--- src/esc_pkg.sv ---
package esc_pkg;

   localparam int DivBits = 32;

   localparam logic [31:0] TempOffsetP = 32'd64000;
   localparam logic [31:0] PressBase   = 32'd1048576;
   localparam logic [31:0] PressScale  = 32'd3125;
   localparam logic [31:0] HumOffset   = 32'd76800;
   localparam logic [31:0] HumBias     = 32'd2097152;
   localparam logic [31:0] HumMax      = 32'd419430400;

   localparam logic [2:0] CsrTempTrim   = 3'd0;
   localparam logic [2:0] CsrPressTrimA = 3'd1;
   localparam logic [2:0] CsrPressTrimB = 3'd2;
   localparam logic [2:0] CsrPressTrimC = 3'd3;
   localparam logic [2:0] CsrHumTrim    = 3'd4;

   // trim coefficients, each extended to the 32-bit working width
   typedef struct packed {
      logic [31:0] t1;
      logic [31:0] t2;
      logic [31:0] t3;
      logic [31:0] p1;
      logic [31:0] p2;
      logic [31:0] p3;
      logic [31:0] p4;
      logic [31:0] p5;
      logic [31:0] p6;
      logic [31:0] p7;
      logic [31:0] p8;
      logic [31:0] p9;
      logic [31:0] h1;
      logic [31:0] h2;
      logic [31:0] h3;
      logic [31:0] h4;
      logic [31:0] h5;
      logic [31:0] h6;
   } trim_type;

   // front result queued for the back end
   typedef struct packed {
      logic [17:0] temp;
      logic [31:0] tfine;
      logic [19:0] ap;
      logic [15:0] ah;
   } fb_item_type;

   // values that ride along the divider
   typedef struct packed {
      logic [17:0] temp;
      logic [31:0] hx;
      logic [31:0] hsq;
      logic        zero;
      logic        big;
   } div_side_type;

   function automatic logic [31:0] asr(input logic [31:0] x, input int unsigned n);
      logic signed [31:0] s;
      s = $signed(x);
      return 32'(s >>> n);
   endfunction

endpackage

--- src/esc_fifo.sv ---
module esc_fifo
   import esc_pkg::*;
#(
   parameter int Depth = 4
) (
   input  logic        clock,
   input  logic        reset,
   input  logic        push,
   input  fb_item_type push_data,
   output logic        full,
   input  logic        pop,
   output logic        empty,
   output fb_item_type pop_data
);

   localparam int PtrW = (Depth > 1) ? $clog2(Depth) : 1;
   localparam int CntW = $clog2(Depth + 1);

   fb_item_type         mem_ff [Depth];
   logic [PtrW-1:0]     wr_ptr_ff;
   logic [PtrW-1:0]     rd_ptr_ff;
   logic [CntW-1:0]     count_ff;
   logic                do_push;
   logic                do_pop;

   assign full     = (count_ff == CntW'(Depth));
   assign empty    = (count_ff == '0);
   assign do_push  = push && !full;
   assign do_pop   = pop && !empty;
   assign pop_data = mem_ff[rd_ptr_ff];

   always_ff @(posedge clock) begin
      if (do_push) begin
         mem_ff[wr_ptr_ff] <= push_data;
      end
   end

   always_ff @(posedge clock) begin
      if (reset) begin
         wr_ptr_ff <= '0;
         rd_ptr_ff <= '0;
         count_ff  <= '0;
      end else begin
         if (do_push) begin
            wr_ptr_ff <= (wr_ptr_ff == PtrW'(Depth - 1)) ? '0 : wr_ptr_ff + 1'b1;
         end
         if (do_pop) begin
            rd_ptr_ff <= (rd_ptr_ff == PtrW'(Depth - 1)) ? '0 : rd_ptr_ff + 1'b1;
         end
         if (do_push && !do_pop) begin
            count_ff <= count_ff + 1'b1;
         end else if (do_pop && !do_push) begin
            count_ff <= count_ff - 1'b1;
         end
      end
   end

endmodule

--- config.mk ---
export PLATFORM = sky130hd
export DESIGN_NAME = esc_fifo
export DESIGN_NICKNAME = d
export VERILOG_FILES = /design/src/esc_pkg.sv /design/src/esc_fifo.sv
export SDC_FILE = /design/constraint.sdc
export NUM_CORES = 1
export LEC_CHECK = 0
export ABC_AREA = 1
export BUFFER_PORTS_ARGS = -buffer_cell sky130_fd_sc_hd__clkbuf_2
export CAP_MARGIN = 30
export CORE_AREA = 2 2 166 168
export CTS_CLUSTER_DIAMETER = 50
export CTS_CLUSTER_SIZE = 14
export DETAILED_ROUTE_END_ITERATION = 12
export DIE_AREA = 0 0 168 170
export GPL_ROUTABILITY_DRIVEN = 0
export GPL_TIMING_DRIVEN = 0
export PLACE_DENSITY = 0.68
export SETUP_SLACK_MARGIN = 0.15
export SYNTH_ARGS = -nofsm -noshare
export SYNTH_HDL_FRONTEND = slang
export SYNTH_SLANG_ARGS = --single-unit
--- constraint.sdc ---
create_clock -name clock -period 6.3 [get_ports clock]
set_clock_uncertainty 0.2 [all_clocks]
set_input_delay 0.63 -clock clock [delete_from_list [all_inputs] [get_ports clock]]
set_output_delay 0.63 -clock clock [all_outputs]
set_load 0.01 [all_outputs]
==> qor.txt, run 1 <==
======================================================================================
TritonCTS Sinks .........................................................          353
Setup slack after placement .............................................      3600 ps
Total grt overflow ......................................................            0
LEAKAGE .................................................................   0.00570 uW
Final standard cell utilization of the core .............................        59.6%
Stage delay of the slowest cell on the critical path ....................       390 ps
Worst Hold Path EP ......................................................  count_ff[0]
Count of endpoints failing hold in the final timing report ..............            0
Register cell area after layout .........................................    10500 um2
Num CTS Buffers .........................................................           34
Layout area overhead ....................................................        20.2%
Share of synthesized area occupied by flip-flops and latches ............        79.5%
Count of nets after finishing ...........................................         1224
Number of primary I/O pins ..............................................          178
Final ANT Viol Nets .....................................................            0
Wirelength per Cell .....................................................      19.5 um
Clk buf depth ...........................................................            3
Synthesized area ........................................................    13200 um2
Number of max-slew violations in the final report .......................            0
Post-route setup TNS ....................................................         0 ps
Hold_buf cts ............................................................            0
Syn Inst Count ..........................................................          902
Max Freq ................................................................      337 MHz
PwrDens .................................................................   430 nW/um2
GRT Overall Usage .......................................................        20.2%
Number of global-route vias before repair ...............................         7840
Die Span Y ..............................................................       170 um
Root cell of the clock tree ............................................. sky130_fd_sc_hd__clkbuf_16
Final period util .......................................................        47.2%
Distinct cells, synth ...................................................           23
Area of the multi-input gates ...........................................     2340 um2
Post-detailed-placement half-perimeter wirelength .......................      18.0 mm
Cell with the largest stage delay on the worst path ..................... sky130_fd_sc_hd__clkbuf_1
RSZ-0062 raised after global routing ....................................        false
Largest net degree at the start of global routing .......................           31
Clock slew at the register clock pins of the worst setup and hold paths .        60 ps
Type of the most critical hold path .....................................       in2reg
H-tree Lvls .............................................................            2
Number of setup violations in the final report ..........................            0
Share of cells above drive strength 1 ...................................        24.6%
Start point of the worst hold path ......................................        reset
Starting utilization of the core area ...................................        49.6%
Flop-to-flop setup slack ................................................      3750 ps
Final wirelength ........................................................      28.9 mm
Die area ................................................................    28600 um2
Path depth of the worst reg2reg path ....................................            6
Syn. warnings ...........................................................            0
Min cycle time layout ...................................................      2970 ps
Post-DR vias/cell .......................................................         5.39
Insertion delay to the later sink of the worst-skew pair ................       490 ps
TritonCTS clock tree ....................................................        built
Sort of element at the end of the critical path ......................... primary output
Count of state elements after synthesis .................................          353
Wire length of the first global-routing pass ............................      43.4 mm
DRT iter0 DRCs ..........................................................          882
Arrival time worst endpoint .............................................      2140 ps
Worst setup margin ......................................................      3330 ps
Number of setup buffers added after CTS .................................            0
Vias ....................................................................         7998
R2R Path Start ..........................................................  count_ff[0]
Count of max-cap constraint violations ..................................            0
Mean Syn Cell Area ......................................................     14.7 um2
Synthesized Nets ........................................................          999
Setup crit start kind ...................................................         flop
Cell Chain, Critical Path ............................................... buf_6 > inv_6 > clkbuf_1 > o21ai_0 > o22ai_1 > clkbuf_2
Filler Cell Count .......................................................         2060
Smallest hold slack .....................................................       102 ps
Relative slew slack .....................................................        50.3%
Max VDD drop ............................................................       233 uV
Hold Path Cell Cnt ......................................................            2
1st-pass router iterations ..............................................            5
Number of antenna violations at the first check in global routing .......            1
Critical setup path kind ................................................      reg2out
Leading cell types in the layout, fill and taps excluded ................ 344 x sky130_fd_sc_hd__edfxtp_1, 184 x sky130_fd_sc_hd__clkbuf_2, 183 x sky130_fd_sc_hd__nor2_1
Count of cells resized by post-cts repair ...............................            0
Largest driver fanout on the critical path ..............................           10
Run status .............................................................. complete, no violations
Tightest Pin Transition .................................................       744 ps
Core area ...............................................................    26700 um2
Number of placement rows ................................................           60
Most common library cell in the layout ignoring fill and taps ........... sky130_fd_sc_hd__edfxtp_1
Antenna diode instance count ............................................            0
Buffers added on ports ..................................................          177
Horizontal extent of the die ............................................       168 um
Post-detailed-route DRC marker count ....................................            0
Terminus of the critical flop-to-flop path .............................. mem_ff[3][15]
Required time of the critical path ......................................      5470 ps
======================================================================================
cells by family (layout without fill, tap and decap cells):
logic type,count (synthesis),in the layout,share of synthesized area [%]
and+or+nand+nor,206,206,5.94
xor gates and xnor gates,1,1,0.0662
DFF,353,353,79.5
buffers and inverters,73,315,3.08
adders and majority gates,7,7,0.719
AOI/OAI and AO/OA,262,262,10.7
cell usage after synthesis:
cell type                    n  share of area (%)
sky130_fd_sc_hd__a21oi_1     3               0.11
sky130_fd_sc_hd__buf_2      18               0.68
sky130_fd_sc_hd__buf_4       1              0.057
sky130_fd_sc_hd__buf_6      11               0.94
sky130_fd_sc_hd__buf_8       1               0.11
sky130_fd_sc_hd__clkbuf_1   17               0.48
sky130_fd_sc_hd__clkbuf_2    7               0.26
sky130_fd_sc_hd__dfxtp_1     9                1.4
sky130_fd_sc_hd__edfxtp_1  344                 78
sky130_fd_sc_hd__fa_1        1               0.15
sky130_fd_sc_hd__ha_1        6               0.57
sky130_fd_sc_hd__inv_1      16               0.45
sky130_fd_sc_hd__inv_2       1              0.028
sky130_fd_sc_hd__inv_6       1              0.066
sky130_fd_sc_hd__nand2_1    14               0.40
sky130_fd_sc_hd__nand3_1     2              0.076
sky130_fd_sc_hd__nand3b_1    2               0.11
sky130_fd_sc_hd__nand4_1     1              0.047
sky130_fd_sc_hd__nor2_1    187                5.3
sky130_fd_sc_hd__o21ai_0   162                6.1
sky130_fd_sc_hd__o21ai_1    11               0.42
sky130_fd_sc_hd__o22ai_1    86                4.1
sky130_fd_sc_hd__xor2_1      1              0.066
worst max path at each step:
stage                     start  cells past startpoint  slack (ps)            end
final                      flop                      6        3330   pop_data[72]
after CTS                  flop                      6        3300   pop_data[11]
after global placement     push                      3       -1800  mem_ff[0][33]
after detailed placement   push                      5        3600  mem_ff[3][22]
after global routing       flop                      4        3150   pop_data[10]
after floorplan            push                      2        1240   mem_ff[0][0]
power by group:
group / internal (uW) / switching, uW / total (uW)
logic: 682 / 1300 / 1980
clock network: 1120 / 810 / 1930
registers: 2860 / 64.9 / 2920
registers in the layout (all words and copies together), names as in the netlist, named ones only:
signal / count
rd_ptr_ff: 2
count_ff: 3
mem_ff: 344
wr_ptr_ff: 2
cell type report:
cell class / instances / area share [%]
Tap cell: 341 / 2.68
Clock buffer: 42 / 6.07
Clock inverter: 11 / 0.614
Buffer: 55 / 2.11
Timing Repair Buffer: 189 / 7.23
Multi-Input combinational cell: 476 / 14.7
Sequential cell: 353 / 66.1
Inverter: 18 / 0.457
metrics by stage:
stage                     instances  total power, uW  instance area, um2
final                          1485             6840               15900
after global routing           1485             7180               15900
after detailed placement       1432             4970               14800
after global placement         1420             4940               14500
after floorplan                 902             4110               13200
after CTS                      1485             6900               15900
worst max-delay path, delay by kind of cell (launching register included):
family	cells	cell delay (ps)
buffers and inverters	4	870
AO/OA/AOI/OAI	2	430
flip-flops	1	330
metal layers:
metal	up-vias	track usage [%]	wire (um)
li1	3835	-	-
met1	3842	26.7	11900
met4	2	4.95	568
met3	43	4.51	2090
met2	276	34.4	14300
met5	-	0	13
(Power assumes the default switching activity.)
==> inputs of run 2 (changes only) <==
--- a/config.mk
+++ b/config.mk
@@ -5,14 +5,14 @@
 export SDC_FILE = /design/constraint.sdc
 export NUM_CORES = 1
 export LEC_CHECK = 0
-export ABC_AREA = 1
+export ABC_AREA = 0
 export BUFFER_PORTS_ARGS = -buffer_cell sky130_fd_sc_hd__clkbuf_2
 export CAP_MARGIN = 30
-export CORE_AREA = 2 2 166 168
+export CORE_AREA = 2 2 164 166
 export CTS_CLUSTER_DIAMETER = 50
 export CTS_CLUSTER_SIZE = 14
 export DETAILED_ROUTE_END_ITERATION = 12
-export DIE_AREA = 0 0 168 170
+export DIE_AREA = 0 0 166 168
 export GPL_ROUTABILITY_DRIVEN = 0
 export GPL_TIMING_DRIVEN = 0
 export PLACE_DENSITY = 0.68
==> constraint.sdc (replaced) <==
create_clock -name clock -period 2.95 [get_ports clock]
set_clock_uncertainty 0.2 [all_clocks]
set_input_delay 0.295 -clock clock [delete_from_list [all_inputs] [get_ports clock]]
set_output_delay 0.295 -clock clock [all_outputs]
set_load 0.01 [all_outputs]
==> qor.txt, run 2 <==
======================================================================================
DRT iter0 DRCs ..........................................................          409   -54%
Share of synthesized flip-flops with an asynchronous set or reset .......           0%   unchanged
Layout area overhead ....................................................        26.6%
Post-route setup TNS ....................................................         0 ps   unchanged
Smallest hold slack .....................................................      56.7 ps   -45.0 ps
Sort of element at the end of the critical path ......................... primary output
Required time of the critical path ......................................      2460 ps   -3010 ps
Share of cells above drive strength 1 ...................................        41.1%   +17 points
Distinct cells, synth ...................................................           24   +4.3%
Leading cell types in the layout, fill and taps excluded ................ 344 x sky130_fd_sc_hd__edfxtp_1, 176 x sky130_fd_sc_hd__clkbuf_2, 88 x sky130_fd_sc_hd__dlygate4sd3_1
Most common library cell in the layout ignoring fill and taps ........... sky130_fd_sc_hd__edfxtp_1
Max Freq ................................................................      387 MHz
Syn Inst Count ..........................................................          500   -45%
RSZ-0062 raised after global routing ....................................        false
Num CTS Buffers .........................................................           34   unchanged
Path depth of the worst reg2reg path ....................................           10   +4
Count of nets after finishing ...........................................          901   -26%
Total grt overflow ......................................................            0   unchanged
Start point of the worst hold path ......................................          pop
Post-detailed-route DRC marker count ....................................            0   unchanged
Post-detailed-placement half-perimeter wirelength .......................      14.3 mm   -21%
Switch Pwr ..............................................................      3280 uW   +51%
Largest register FFs ....................................................          344   unchanged
Synthesized area ........................................................    12900 um2   -2.4%
Clock slew at the register clock pins of the worst setup and hold paths .        60 ps   about the same
Starting utilization of the core area ...................................        49.0%   -0.62 points
Hold Path Cell Cnt ......................................................            4   +2
Mean Syn Cell Area ......................................................     25.8 um2   +76%
Primary FF master, synth ................................................ sky130_fd_sc_hd__edfxtp_1
Horizontal extent of the die ............................................       166 um   -1.2%
Type of the most critical hold path .....................................       in2reg
Cell types with the largest area share after synthesis .................. sky130_fd_sc_hd__edfxtp_1 80%, sky130_fd_sc_hd__mux4_2 15%, sky130_fd_sc_hd__dfxtp_1 1.4%
Core area ...............................................................    26400 um2   -1.1%
Max VDD drop ............................................................       633 uV   +170%
Count of max-cap constraint violations ..................................            0   unchanged
Most repeated cell in the gate-level netlist after synthesis ............ sky130_fd_sc_hd__edfxtp_1
Run status .............................................................. complete, no violations
Registers with the most flip-flops ...................................... mem_ff x344, count_ff x3
TritonCTS clock tree ....................................................        built
Largest driver fanout on the critical path ..............................           10   unchanged
Cell type contributing the most total cell area after synthesis ......... sky130_fd_sc_hd__edfxtp_1
Post-DR vias/cell .......................................................         5.32   -1.3%
Wire length of the first global-routing pass ............................      37.2 mm   -14%
Switching share of total power ..........................................        24.6%   -7.2 points
Clk buf depth ...........................................................            3   unchanged
Insertion delay to the later sink of the worst-skew pair ................       490 ps   about the same
Relative slew slack .....................................................        50.0%   -0.29 points
Internal power ..........................................................     10100 uW   +120%
Sequential group share of total power ...................................        46.3%   +3.6 points
Largest Register ........................................................       mem_ff
LEAKAGE .................................................................   0.00562 uW   -1.4%
GRT Overall Usage .......................................................        17.2%   -3.0 points
Number of max-slew violations in the final report .......................            0   unchanged
Final wirelength ........................................................      23.7 mm   -18%
Share of synthesized area occupied by flip-flops and latches ............        81.4%   +1.9 points
Number of synthesized flops with an enable pin ..........................          344   unchanged
Tightest Pin Transition .................................................       750 ps   +6.14 ps
Min cycle time layout ...................................................      2590 ps
Wirelength per Cell .....................................................      20.4 um   +4.6%
Setup crit start kind ...................................................         flop
Die Span Y ..............................................................       168 um   -1.2%
Setup slack after placement .............................................       360 ps   -3240 ps
Count of endpoints failing hold in the final timing report ..............            0   unchanged
Terminus of the critical flop-to-flop path ..............................  count_ff[2]
PwrDens .................................................................   817 nW/um2   +90%
Count of state elements after synthesis .................................          353   unchanged
Number of primary I/O pins ..............................................          178   unchanged
Flop-to-flop setup slack ................................................       370 ps   -3380 ps
Buffers added on ports ..................................................          176   -0.56%
Number of placement rows ................................................           60   unchanged
H-tree Lvls .............................................................            2   unchanged
Final period util .......................................................        87.7%
1st-pass router iterations ..............................................            5   unchanged
Number of global-route vias before repair ...............................         6869   -12%
Largest net degree at the start of global routing .......................           45   +45%
Clock network power share ...............................................        32.2%   +3.9 points
Root cell of the clock tree ............................................. sky130_fd_sc_hd__clkbuf_16
Die area ................................................................    27900 um2   -2.4%
Overall power after layout ..............................................     13400 uW   +95%
Vias ....................................................................         6185   -23%
Antenna diode instance count ............................................            0   unchanged
Critical setup path kind ................................................      reg2out
Worst setup margin ......................................................       363 ps   -2960 ps
R2R Path Start ..........................................................  count_ff[0]
Synthesized Nets ........................................................          597   -40%
Syn. warnings ...........................................................            0   unchanged
Combinational power share ...............................................        21.5%   -7.5 points
Number of antenna violations at the first check in global routing .......            0   -1
Number of setup violations in the final report ..........................            0   unchanged
Filler Cell Count .......................................................         1814   -12%
Final ANT Viol Nets .....................................................            0   unchanged
Arrival time worst endpoint .............................................      2090 ps   -50 ps
TritonCTS Sinks .........................................................          353   unchanged
Most numerous cell types in the synthesized netlist ..................... 344 x sky130_fd_sc_hd__edfxtp_1, 86 x sky130_fd_sc_hd__mux4_2, 11 x sky130_fd_sc_hd__buf_2
Area share of the largest cell type after synthesis .....................        80.0%   +1.9 points
======================================================================================
[run 2: cell types whose count changed in the layout (fill, tap and decap cells not counted), sizes merged, moves of 4 or more]
cell / change
and3: +4
inv: -13
nand2: -13
buf: -22
o22ai: -86
clkbuf: -23
mux4: +86
nor2: -183
o21ai: -171
dlygate4sd3: +88
[run 2: repair_timing]
| item | 4_1_cts | 5_1_grt |
|---|---|---|
| buffers inserted | 0 | 0 |
| hold endpoints to repair | 351 | 0 |
| gates resized for setup | 0 | 1 |
| endpoints found under the setup margin | 0 | 1 |
| hold buffers | 88 | 0 |
[run 2: power groups by stage]
stage	clock (uW)	combinational, uW	sequential, uW
after detailed placement	0	2830	6300
final	4300	2870	6190
after global placement	0	2720	6290
after floorplan	0	1800	6260
after CTS	4400	2940	6190
after global routing	4600	3100	6230
[run 2: cell families (layout without fill, tap and decap cells)]
kind of cell,after synthesis,after routing,share of synthesized area [%]
flops,353,353,81.4
mux,88,88,15.2
buf+inv,27,349,1.58
simple gates,16,16,0.659
fa+ha+maj,7,7,0.736
compound gates,7,7,0.349
xor+xnor,2,2,0.136
[run 2: through the flow]
stage,util (%),cells,instance area [um2]
6_report,62.0,1163,16300
2_1_floorplan,-,500,12900
5_1_grt,62.0,1163,16300
4_1_cts,62.0,1163,16300
3_5_place_dp,54.5,1021,14400
3_3_place_gp,54.0,1017,14200
[run 2: per-layer routing]
metal	vias to the layer above	track usage, %	wire length, um	part of all wire, %
li1	2752	-	-	-
met1	3195	21.9	9610	41
met2	195	29.4	12000	51
met3	43	4.44	1500	6.3
met4	0	5.10	552	2.3
met5	-	0	0	0
[run 2: worst max path at each step]
stage	end	cells after the start
finish	pop_data[45]	5
floorplan	mem_ff[0][0]	3
detailed placement	count_ff[2]	10
global route	count_ff[2]	10
CTS	pop_data[54]	5
global placement	mem_ff[1][25]	3
[run 2: cell type report]
type / count / area [um2] / area share [%]
Sequential cell: 353 / 10500 / 64.3
Buffer: 22 / 185 / 1.13
Clock buffer: 39 / 933 / 5.71
Clock inverter: 15 / 178 / 1.09
Tap cell: 341 / 427 / 2.61
Timing Repair Buffer: 268 / 1870 / 11.5
Multi-Input combinational cell: 120 / 2220 / 13.6
Inverter: 5 / 18.8 / 0.115
[run 2: critical path, stage by stage, from the launching register on]
cell and delay, ps:
sky130_fd_sc_hd__dfxtp_1 300, sky130_fd_sc_hd__buf_2 160, sky130_fd_sc_hd__buf_2 290, sky130_fd_sc_hd__buf_2 320, sky130_fd_sc_hd__mux4_2 370, sky130_fd_sc_hd__clkbuf_2 150
